## config.mk

```make
export PLATFORM = sky130hd
export DESIGN_NAME = sw2_ctrl
export DESIGN_NICKNAME = d
export VERILOG_FILES = /design/src/sw2_pkg.sv /design/src/sw2_ctrl.sv
export SDC_FILE = /design/constraint.sdc
export NUM_CORES = 1
export LEC_CHECK = 0
export BUFFER_PORTS_ARGS = -buffer_cell sky130_fd_sc_hd__buf_2
export CORE_ASPECT_RATIO = 1.1
export CORE_UTILIZATION = 40
export CTS_BUF_LIST = sky130_fd_sc_hd__clkbuf_4
export DETAILED_ROUTE_END_ITERATION = 10
export GPL_TIMING_DRIVEN = 0
export PLACE_DENSITY_LB_ADDON = 0.08
export SYNTH_ARGS = -nofsm -noshare
export SYNTH_HDL_FRONTEND = slang
export SYNTH_SLANG_ARGS = --single-unit
```

## constraint.sdc

```tcl
create_clock -name clk -period 6.9 [get_ports clk]
set_input_delay 1.38 -clock clk [delete_from_list [all_inputs] [get_ports clk]]
set_output_delay 1.38 -clock clk [all_outputs]
set_load 0.02 [all_outputs]
```

## src/sw2_pkg.sv

```systemverilog
`timescale 1ns / 1ps
package sw2_pkg;

    localparam int DEPTH_DEF     = 64;
    localparam int VALUE_DEF     = 16;
    localparam int WFRAC_DEF     = 24;
    localparam int WRAW_BITS     = 15;
    localparam int COST_BITS     = 32;

    localparam logic [1:0] KIND_LOAD_REF = 2'd0;
    localparam logic [1:0] KIND_LOAD_OTH = 2'd1;
    localparam logic [1:0] KIND_COMPUTE  = 2'd2;

    typedef struct packed {
        logic set_sel;
        logic neg;
        logic rd_raw;
        logic rd_norm;
        logic div_start;
        logic wr_norm;
        logic lat_i;
        logic cmp_j;
        logic earlier;
        logic wr_sorted;
        logic mw_init;
        logic mw_rd;
        logic mw_lat;
        logic mw_step;
        logic mw_mac;
        logic save_plain;
        logic emit;
    } cmd_t;

    typedef struct packed {
        logic div_done;
        logic adv_a;
        logic adv_b;
        logic out_free;
    } stat_t;

endpackage

```

## src/sw2_ctrl.sv

```systemverilog
`timescale 1ns / 1ps
module sw2_ctrl
    import sw2_pkg::*;
#(
    parameter int SET_DEPTH = DEPTH_DEF,
    localparam int AW = (SET_DEPTH > 1) ? $clog2(SET_DEPTH) : 1,
    localparam int CW = $clog2(SET_DEPTH + 1)
)
(
    input  logic          clk,
    input  logic          rst_n,
    input  logic          in_accept,
    input  logic [1:0]    in_kind,
    input  stat_t         stat,
    input  logic [CW-1:0] ref_cnt,
    input  logic [CW-1:0] oth_cnt,
    output cmd_t          cmd,
    output logic [AW-1:0] addr_a,
    output logic [AW-1:0] addr_b,
    output logic          ready
);

    localparam logic [3:0] ST_IDLE  = 4'd0;
    localparam logic [3:0] ST_NCHK  = 4'd1;
    localparam logic [3:0] ST_NDIV0 = 4'd2;
    localparam logic [3:0] ST_NDIV  = 4'd3;
    localparam logic [3:0] ST_SCHK  = 4'd4;
    localparam logic [3:0] ST_SLAT  = 4'd5;
    localparam logic [3:0] ST_SRD   = 4'd6;
    localparam logic [3:0] ST_SCMP  = 4'd7;
    localparam logic [3:0] ST_MINIT = 4'd8;
    localparam logic [3:0] ST_MRD   = 4'd9;
    localparam logic [3:0] ST_MLAT  = 4'd10;
    localparam logic [3:0] ST_MSTEP = 4'd11;
    localparam logic [3:0] ST_MMAC  = 4'd12;
    localparam logic [3:0] ST_MDONE = 4'd13;
    localparam logic [3:0] ST_EMIT  = 4'd14;

    logic [3:0]    state_reg, state_next;
    logic [CW-1:0] i_reg, i_next, j_reg, j_next;
    logic          set_reg, set_next, neg_reg, neg_next;
    logic [CW-1:0] n_cur, j_rev;

    assign n_cur = set_reg ? oth_cnt : ref_cnt;
    assign j_rev = oth_cnt - 1'b1 - j_reg;

    always_ff @(posedge clk or negedge rst_n)
    begin
        if (!rst_n)
        begin
            state_reg <= ST_IDLE;
            i_reg     <= '0;
            j_reg     <= '0;
            set_reg   <= 1'b0;
            neg_reg   <= 1'b0;
        end
        else
        begin
            state_reg <= state_next;
            i_reg     <= i_next;
            j_reg     <= j_next;
            set_reg   <= set_next;
            neg_reg   <= neg_next;
        end
    end

    always_comb
    begin
        state_next = state_reg;
        i_next     = i_reg;
        j_next     = j_reg;
        set_next   = set_reg;
        neg_next   = neg_reg;
        cmd        = '0;
        cmd.set_sel = set_reg;
        cmd.neg     = neg_reg;
        addr_a     = i_reg[AW-1:0];
        addr_b     = neg_reg ? j_rev[AW-1:0] : j_reg[AW-1:0];
        ready      = 1'b0;

        unique case (state_reg)
            ST_IDLE:
            begin
                ready = 1'b1;
                if (in_accept && in_kind == KIND_COMPUTE)
                begin
                    set_next   = 1'b0;
                    neg_next   = 1'b0;
                    i_next     = '0;
                    state_next = ST_NCHK;
                end
            end
            ST_NCHK:
            begin
                if (i_reg < n_cur)
                begin
                    cmd.rd_raw = 1'b1;
                    state_next = ST_NDIV0;
                end
                else
                begin
                    i_next     = '0;
                    state_next = ST_SCHK;
                end
            end
            ST_NDIV0:
            begin
                cmd.div_start = 1'b1;
                state_next    = ST_NDIV;
            end
            ST_NDIV:
            begin
                if (stat.div_done)
                begin
                    cmd.wr_norm = 1'b1;
                    i_next      = i_reg + 1'b1;
                    state_next  = ST_NCHK;
                end
            end
            ST_SCHK:
            begin
                if (i_reg < n_cur)
                begin
                    cmd.rd_raw  = 1'b1;
                    cmd.rd_norm = 1'b1;
                    state_next  = ST_SLAT;
                end
                else if (!set_reg)
                begin
                    set_next   = 1'b1;
                    i_next     = '0;
                    state_next = ST_NCHK;
                end
                else
                    state_next = ST_MINIT;
            end
            ST_SLAT:
            begin
                cmd.lat_i  = 1'b1;
                j_next     = '0;
                state_next = ST_SRD;
            end
            ST_SRD:
            begin
                addr_a = j_reg[AW-1:0];
                if (j_reg < n_cur)
                begin
                    cmd.rd_raw = 1'b1;
                    state_next = ST_SCMP;
                end
                else
                begin
                    cmd.wr_sorted = 1'b1;
                    i_next        = i_reg + 1'b1;
                    state_next    = ST_SCHK;
                end
            end
            ST_SCMP:
            begin
                cmd.cmp_j   = 1'b1;
                cmd.earlier = j_reg < i_reg;
                j_next      = j_reg + 1'b1;
                state_next  = ST_SRD;
            end
            ST_MINIT:
            begin
                cmd.mw_init = 1'b1;
                i_next      = '0;
                j_next      = '0;
                if (ref_cnt == '0 || oth_cnt == '0)
                    state_next = ST_MDONE;
                else
                    state_next = ST_MRD;
            end
            ST_MRD:
            begin
                cmd.mw_rd  = 1'b1;
                state_next = ST_MLAT;
            end
            ST_MLAT:
            begin
                cmd.mw_lat = 1'b1;
                state_next = ST_MSTEP;
            end
            ST_MSTEP:
            begin
                cmd.mw_step = 1'b1;
                i_next      = i_reg + CW'(stat.adv_a);
                j_next      = j_reg + CW'(stat.adv_b);
                state_next  = ST_MMAC;
            end
            ST_MMAC:
            begin
                cmd.mw_mac = 1'b1;
                if (i_reg < ref_cnt && j_reg < oth_cnt)
                    state_next = ST_MRD;
                else
                    state_next = ST_MDONE;
            end
            ST_MDONE:
            begin
                if (!neg_reg)
                begin
                    cmd.save_plain = 1'b1;
                    neg_next       = 1'b1;
                    state_next     = ST_MINIT;
                end
                else
                    state_next = ST_EMIT;
            end
            ST_EMIT:
            begin
                // The result waits here until the output register is free.
                if (stat.out_free)
                begin
                    cmd.emit   = 1'b1;
                    state_next = ST_IDLE;
                end
            end
            default:
                state_next = ST_IDLE;
        endcase
    end

endmodule

```

# After elaboration in Yosys (flattened, before gate mapping)
# Index checks and enable logic that the tools add are counted.
# word_totals
regBits,20
inputBits,23
elab_cells,102
# classes
n_addsub,6
n_lt_le_gt_ge,5
n_eq_ne,22
n_mux,48
reduce_logical,16
# op_table
cell,n
case mux 4 bit (14 select lines),1
two-way mux 7 bit,7
case mux 7 bit (7 select lines),1
< comparator 7 bit,5
"equality test 4 bit, second input constant",7
two-way mux 1 bit,21
case mux 7 bit (3 select lines),1
two-way mux 4 bit,5
"equality test 4 x 3 -> 1 bit, second input constant",4
adder 7 x 1 -> 7 bit,2
"adder 7 x 1 -> 7 bit, second input constant",2
logical NOT 7 bit,2
"!= test 2 bit, second input constant",7
two-way mux 3 bit,4
two-way mux 6 bit,2
"equality test 4 x 2 -> 1 bit, second input constant",2
AND reduction 7 bit,1
nonzero test 7 bit,1
two-way mux 2 bit,3
AND reduction 3 bit,2
"subtractor 6 x 1 -> 6 bit, second input constant",1
subtractor 6 bit,1
"equality test 4 x 1 -> 1 bit, second input constant",1
logical NOT 4 bit,1
9 further kinds,13

# Depth between registers and ports, before layout
# Gate-level depths: netlist of the first run.
# depth
depth_word,4
depth_mapped,11
ltp_nobuf,9

# Worst setup path after synthesis of the first run
# OpenSTA, ideal clock, no wires.
# synth_path
path_type,in2out
startpoint,in oth_cnt[1]
endpoint,out cmd[14] (netlist bit)
arrival_time_ns,2.809
slack_ns,2.711
stages,7
n_path_buf,0
path_cell_list,mux2i_1 > ha_1 > or4_1 > o21ai_0 > o211ai_1 > a21boi_4 > inv_1
# synth_rtl
item,line,rtl
start: declaration,sw2_ctrl.sv:16,"input logic [CW-1:0] oth_cnt,"
end: declaration,sw2_ctrl.sv:17,"output cmd_t cmd,"

==> results of run 1 <==
## area by class of cell
class	count	area, sq um
inverters	31	116
well taps	80	100
clock buffers	3	22.5
multi-input cells	280	1920
flip-flops and latches	20	500
plain buffers	20	91.3
repair buffers	52	260
fillers	644	3230
clock inverters	1	30.0
## per-stage QoR
| stage | instance area (sq um) | worst slack (ns) | total power, mW | std cells | util |
|---|---|---|---|---|---|
| floorplan | 2620 | 2.71 | 0.776 | 351 | - |
| global placement | 2980 | 2.23 | 0.979 | 483 | 0.476 |
| detailed placement | 2980 | 2.25 | 0.986 | 483 | 0.476 |
| CTS | 3040 | 2.25 | 1.09 | 487 | 0.484 |
| global route | 3040 | 2.08 | 1.20 | 487 | 0.484 |
| finish | 3040 | 2.25 | 1.09 | 487 | 0.484 |
## worst min path at each step
| stage | start | end | slack (ns) | cells past startpoint |
|---|---|---|---|---|
| floorplan | i_reg[5] | i_reg[5] | 0.53 | 1 |
| global placement | i_reg[5] | i_reg[5] | 0.62 | 1 |
| detailed placement | i_reg[5] | i_reg[5] | 0.62 | 1 |
| CTS | i_reg[5] | i_reg[5] | 0.65 | 1 |
| global route | i_reg[5] | i_reg[5] | 0.67 | 1 |
| finish | i_reg[5] | i_reg[5] | 0.63 | 1 |
## layer usage
metal  track usage  part of all wire
met3        0.0293             0.030
met1         0.329              0.49
met4        0.0446             0.012
met2         0.402              0.47
met5             0                 0
## synthesized netlist by cell type, types with 8 or more instances
cell type / n / share of area
sky130_fd_sc_hd__nand2_1: 37 / 0.053
sky130_fd_sc_hd__dfrtp_1: 20 / 0.19
sky130_fd_sc_hd__nand2b_1: 11 / 0.026
sky130_fd_sc_hd__mux2i_1: 9 / 0.034
sky130_fd_sc_hd__inv_1: 31 / 0.044
sky130_fd_sc_hd__nand3_1: 13 / 0.025
sky130_fd_sc_hd__o21ai_0: 30 / 0.057
sky130_fd_sc_hd__nor3_1: 8 / 0.015
sky130_fd_sc_hd__ha_1: 39 / 0.19
sky130_fd_sc_hd__clkbuf_1: 9 / 0.013
sky130_fd_sc_hd__a21oi_1: 24 / 0.046
sky130_fd_sc_hd__nor2_1: 30 / 0.043
## power by group through the flow
stage	clock network, mW	logic, mW	registers [mW]
floorplan	0	0.600	0.176
global placement	0	0.785	0.194
detailed placement	0	0.791	0.196
CTS	0.104	0.794	0.192
global route	0.110	0.889	0.198
finish	0.103	0.796	0.193
## critical path, delay by kind of cell
| family | cells | cell delay [ns] |
|---|---|---|
| AOI/OAI and AO/OA | 3 | 0.65 |
| adders and majority gates | 1 | 0.24 |
| muxes | 1 | 0.13 |
| buffers and inverters | 3 | 0.37 |
| and+or+nand+nor | 1 | 0.49 |
## kinds of logic after synthesis
kind of cell | after synthesis | synth area share
compound gates | 88 | 0.214
xor+xnor | 9 | 0.0300
fa+ha+maj | 40 | 0.194
buf+inv | 51 | 0.0792
flops | 20 | 0.191
mux | 10 | 0.0386
simple gates | 133 | 0.254
==> results by group, run 1 <==
Critical path
  • Critical Path Start: oth_cnt[1]
  • Critical Path Most Common Cell: sky130_fd_sc_hd__buf_2
  • List of cells traversed by the critical path: buf_2 > mux2i_1 > ha_1 > or4_1 > o21ai_0 > o211ai_1 > a21boi_4 > inv_1 > buf_2
  • Library cell contributing the largest single delay on the critical path: sky130_fd_sc_hd__or4_1
  • Kind of critical path: input pin to output port
  • Worst reg2reg path endpoint: i_reg[6]
  • End of the critical path: cmd[14]
  • Arrival time worst endpoint: 3.27 ns
  • Category of the worst setup path capture point: output port
  • Crit path max fanout: 8
  • Critical path data required time: between 5 and 6 ns
  • Max incr delay on CP: 0.49 ns
  • Worst Reg-to-Reg Cells: 9
  • Type of element launching the critical path: input pin
  • Setup slack, reg-to-reg: 3.81 ns
  • Reg2reg start: set_reg

Global routing
  • All-layer global routing usage: 0.239
  • Overall overflow remaining after global route: 0
  • Largest net degree at the start of global routing: 21
  • Wire length of the first global-routing pass: about 13000 um
  • Via count of the first global-routing pass: 2486
  • Number of antenna violations at the first check in global routing: 0

Clock tree
  • Worst-Skew Late Latency: between 0.3 and 0.4 ns
  • TritonCTS Buffers: 3
  • Cts-stage hold buffer count: 0
  • CTS H-Tree Depth: 1
  • Max clock buf depth: 2
  • CTS resizes: 0
  • Postcts setup bufs: 0
  • CTS tree: yes
  • Clk sink count: 20
  • Register clock-pin slew on the reported worst setup and hold paths: 0.12 ns
  • Cell at the root of the clock tree: sky130_fd_sc_hd__clkbuf_4

Power and ir drop
  • Power density over the cells: 360 nW/um^2
  • Power dissipated by switching net loads: between 500 and 600 uW
  • Power share of the sequential group: 0.176
  • Pleak: 1.56 nW
  • Maximum ir drop on the vdd rail: about 0.00016 V
  • Sw frac: 0.537
  • Share of total power in the clock network: 0.095
  • Internal power component: 505 uW
  • Share of power burned in combinational logic: 0.729

Timing
  • Unrepaired setup endpoints after global routing: false
  • Count of pins over their slew limit: 0
  • Timing-limited maximum frequency: between 200 and 250 MHz
  • Hold Vio Cnt, Final: 0
  • Clock tree skew after final layout: ~0.029 ns
  • Max-slew headroom: 0.571
  • Post-route setup TNS: 0 ns
  • Final setup violation count: 0
  • Transition at the pin with the smallest max-transition slack: between 0.6 and 0.7 ns
  • Hold slack: 0.635 ns
  • Final worst path period share: 0.674
  • Final Critical Period: 4.65 ns

Min path
  • Hold Path Class: register to register

Route
  • 1st-iter DRT viols: 128
  • Wirelength, routed: 7850 um
  • Routed length per instance: 16.1 um
  • Pre-antenna DRT Iters: 4
  • Vias per Instance: 5.47
  • Post-route DRC: 0
  • Antenna violation net count after detailed routing: 0
  • Total vias in the final route: 2663

Place
  • Gp weighted congestion: a little under 0.9
  • Number of buffer cells added on primary ports: 52
  • Detailed Place HPWL: 6240 um

Final layout
  • Antenna diode instance count: 0
  • Share of final-layout standard cells stronger than drive strength 1: 0.187
  • Relative area change from synthesis to final layout: 15.7%
  • Most frequent standard cell in the layout excluding fill and tap cells: sky130_fd_sc_hd__buf_2
  • Highest-count cells in the layout ignoring fill and taps: sky130_fd_sc_hd__buf_2 (59), sky130_fd_sc_hd__ha_1 (39), sky130_fd_sc_hd__nand2_1 (37)
  • Final-stage net count: 471

Yosys
  • Sequential-to-total area share from yosys stat: 0.191
  • Unique masters post-synth: 55
  • Synth Area per Inst: 7.48 sq um
  • Count of flip-flops with a built-in enable after synthesis: 0
  • Prevailing post-synth register cell: sky130_fd_sc_hd__dfrtp_1
  • Flip-flop and latch count after synthesis: 20
  • Number of warning messages in the yosys log: 0
  • Post-Syn Area: 2620 sq um
  • Post-synthesis instance total: 351
  • Synthesized netlist net count: 414
  • Post-synthesis async set-or-reset flop share: 1.00

Die
  • I/O pin cnt: 53
  • Placement row count: 30
  • Y dimension of the die: 86.9 um
  • DIE WIDTH: 79.2 um
  • Die area: 6890 sq um
  • Initial standard-cell utilization of the core: 0.419
  • Core area: 6270 sq um

Run status
  • Outcome: finished, final reports clean

Flow run
  • Count of maximum capacitance violations: 0
No activity file was read; power rests on OpenSTA's default activity.
==> run 2, diff against run 1 <==
clock period = 3.7 ns   (was 6.9 ns; I/O delays follow)
==> results by group, run 2 (synthesized netlist as in run 1, its figures left out) <==
Timing
  • Transition at the pin with the smallest max-transition slack: 0.504 ns
  • Final setup violation count: 0
  • Hold slack: 0.345 ns
  • Post-route setup TNS: 0 ns
  • Least setup slack across all paths after layout: about 0.24 ns
  • Hold Vio Cnt, Final: 0
  • Timing-limited maximum frequency: about 290 MHz
  • Unrepaired setup endpoints after global routing: false
  • Max-slew headroom: 0.661
  • Final worst path period share: 0.935
  • Count of pins over their slew limit: 0
  • Final Critical Period: between 3 and 4 ns
  • Clock tree skew after final layout: ~0.026 ns

Die
  • DIE WIDTH: 79.2 um
  • Die area: 6890 sq um
  • I/O pin cnt: 53
  • Initial standard-cell utilization of the core: 0.419
  • Y dimension of the die: 86.9 um
  • Core area: 6270 sq um
  • Placement row count: 30

Critical path
  • Type of element launching the critical path: register
  • Category of the worst setup path capture point: output port
  • Worst reg2reg path endpoint: i_reg[6]
  • Crit path max fanout: 13
  • Setup slack, reg-to-reg: 1.07 ns
  • Critical path data required time: 2.96 ns
  • Kind of critical path: register to output port
  • Arrival time worst endpoint: 2.72 ns
  • Worst Reg-to-Reg Cells: 8
  • Critical Path Start: set_reg
  • Reg2reg start: set_reg

Final layout
  • Final-stage net count: 470
  • Fill cell instance count of the final layout: around 650
  • Highest-count cells in the layout ignoring fill and taps: sky130_fd_sc_hd__buf_2 (59), sky130_fd_sc_hd__ha_1 (39), sky130_fd_sc_hd__nand2_1 (37)
  • Most frequent standard cell in the layout excluding fill and tap cells: sky130_fd_sc_hd__buf_2
  • Relative area change from synthesis to final layout: 15.6%
  • Share of final-layout standard cells stronger than drive strength 1: 0.190
  • Antenna diode instance count: 0
  • Post-route cell area: 3030 sq um

Route
  • 1st-iter DRT viols: 129
  • Vias per Instance: 5.50
  • Pre-antenna DRT Iters: 5
  • Post-route DRC: 0
  • Antenna violation net count after detailed routing: 0
  • Routed length per instance: roughly 16 um
  • Wirelength, routed: 7820 um
  • Total vias in the final route: around 2700

Clock tree
  • Worst-Skew Late Latency: ~0.33 ns
  • TritonCTS Buffers: 3
  • CTS tree: yes
  • Max clock buf depth: 2
  • CTS H-Tree Depth: 1
  • Postcts setup bufs: 0
  • Register clock-pin slew on the reported worst setup and hold paths: 0.15 ns
  • Cell at the root of the clock tree: sky130_fd_sc_hd__clkbuf_4
  • Clk sink count: 20

Global routing
  • All-layer global routing usage: 0.237
  • Number of antenna violations at the first check in global routing: 0
  • Largest net degree at the start of global routing: 21
  • Wire length of the first global-routing pass: 12600 um
  • Overall overflow remaining after global route: 0
  • Via count of the first global-routing pass: 2480

Flow run
  • Count of maximum capacitance violations: 0

Place
  • Number of buffer cells added on primary ports: 52
  • Post-placement setup slack: 0.127 ns
  • Placed Instance Area: 2980 sq um
  • Gp weighted congestion: 0.879
  • Detailed Place HPWL: about 6200 um

Power and ir drop
  • Power density over the cells: 670 nW/um^2
  • Maximum ir drop on the vdd rail: 0.000296 V
  • Pleak: 1.56 nW
  • Tot Pwr: a little over 2 mW

Run status
  • Outcome: finished, final reports clean

Min path
  • Hold Path Class: input pin to asynchronous set/reset pin
[run 2: routing by layer]
layer,global-route usage,vias to the layer above,part of all wire
met1,0.327,1257,0.48
met4,0.0446,0,0.012
met3,0.0293,7,0.033
met5,0,-,0
li1,-,1341,-
met2,0.399,69,0.47
[run 2: worst max path at each step]
stage | endpoint | slack [ns] | cells past startpoint
3_5_place_dp | cmd[14] | 0.13 | 9
3_3_place_gp | cmd[14] | 0.16 | 9
4_1_cts | cmd[14] | 0.04 | 8
5_1_grt | cmd[14] | 0.02 | 8
2_1_floorplan | cmd[14] | 0.71 | 8
6_report | cmd[14] | 0.24 | 8
[run 2: cell type report]
cell class                 instances  area (sq um)  area share
buffer                            19          87.6      0.0289
clock buffer                       3          22.5     0.00742
clock inverter                     1          30.0     0.00990
timing repair buffer              52           260      0.0858
tap                               80           100      0.0330
inverter                          31           116      0.0384
sequential                        20           502       0.165
multi-input combinational        280          1920       0.631
[run 2: worst max-delay path: stages, from the launching register on]
cell,delay (ns)
sky130_fd_sc_hd__dfrtp_2,0.58
sky130_fd_sc_hd__mux2i_1,0.32
sky130_fd_sc_hd__ha_1,0.24
sky130_fd_sc_hd__o2111a_1,0.20
sky130_fd_sc_hd__o21ai_0,0.10
sky130_fd_sc_hd__o211ai_1,0.34
sky130_fd_sc_hd__a21boi_4,0.39
sky130_fd_sc_hd__inv_1,0.07
sky130_fd_sc_hd__buf_2,0.16
[run 2: timing repair]
action	in CTS	in global routing
setup endpoints to repair	2	1
hold buffers	0	0
gates resized for setup	0	1
[run 2: through the flow]
stage | util | cells
global route | 0.484 | 486
detailed placement | 0.476 | 483
floorplan | - | 351
CTS | 0.484 | 486
finish | 0.484 | 486
global placement | 0.476 | 483
[run 2: report_power, final]
| part | switching, mW | internal (mW) |
|---|---|---|
| registers | 0.0968 | 0.276 |
| logic | 0.912 | 0.555 |
| clock network | 0.0823 | 0.110 |
| total | 1.09 | 0.941 |
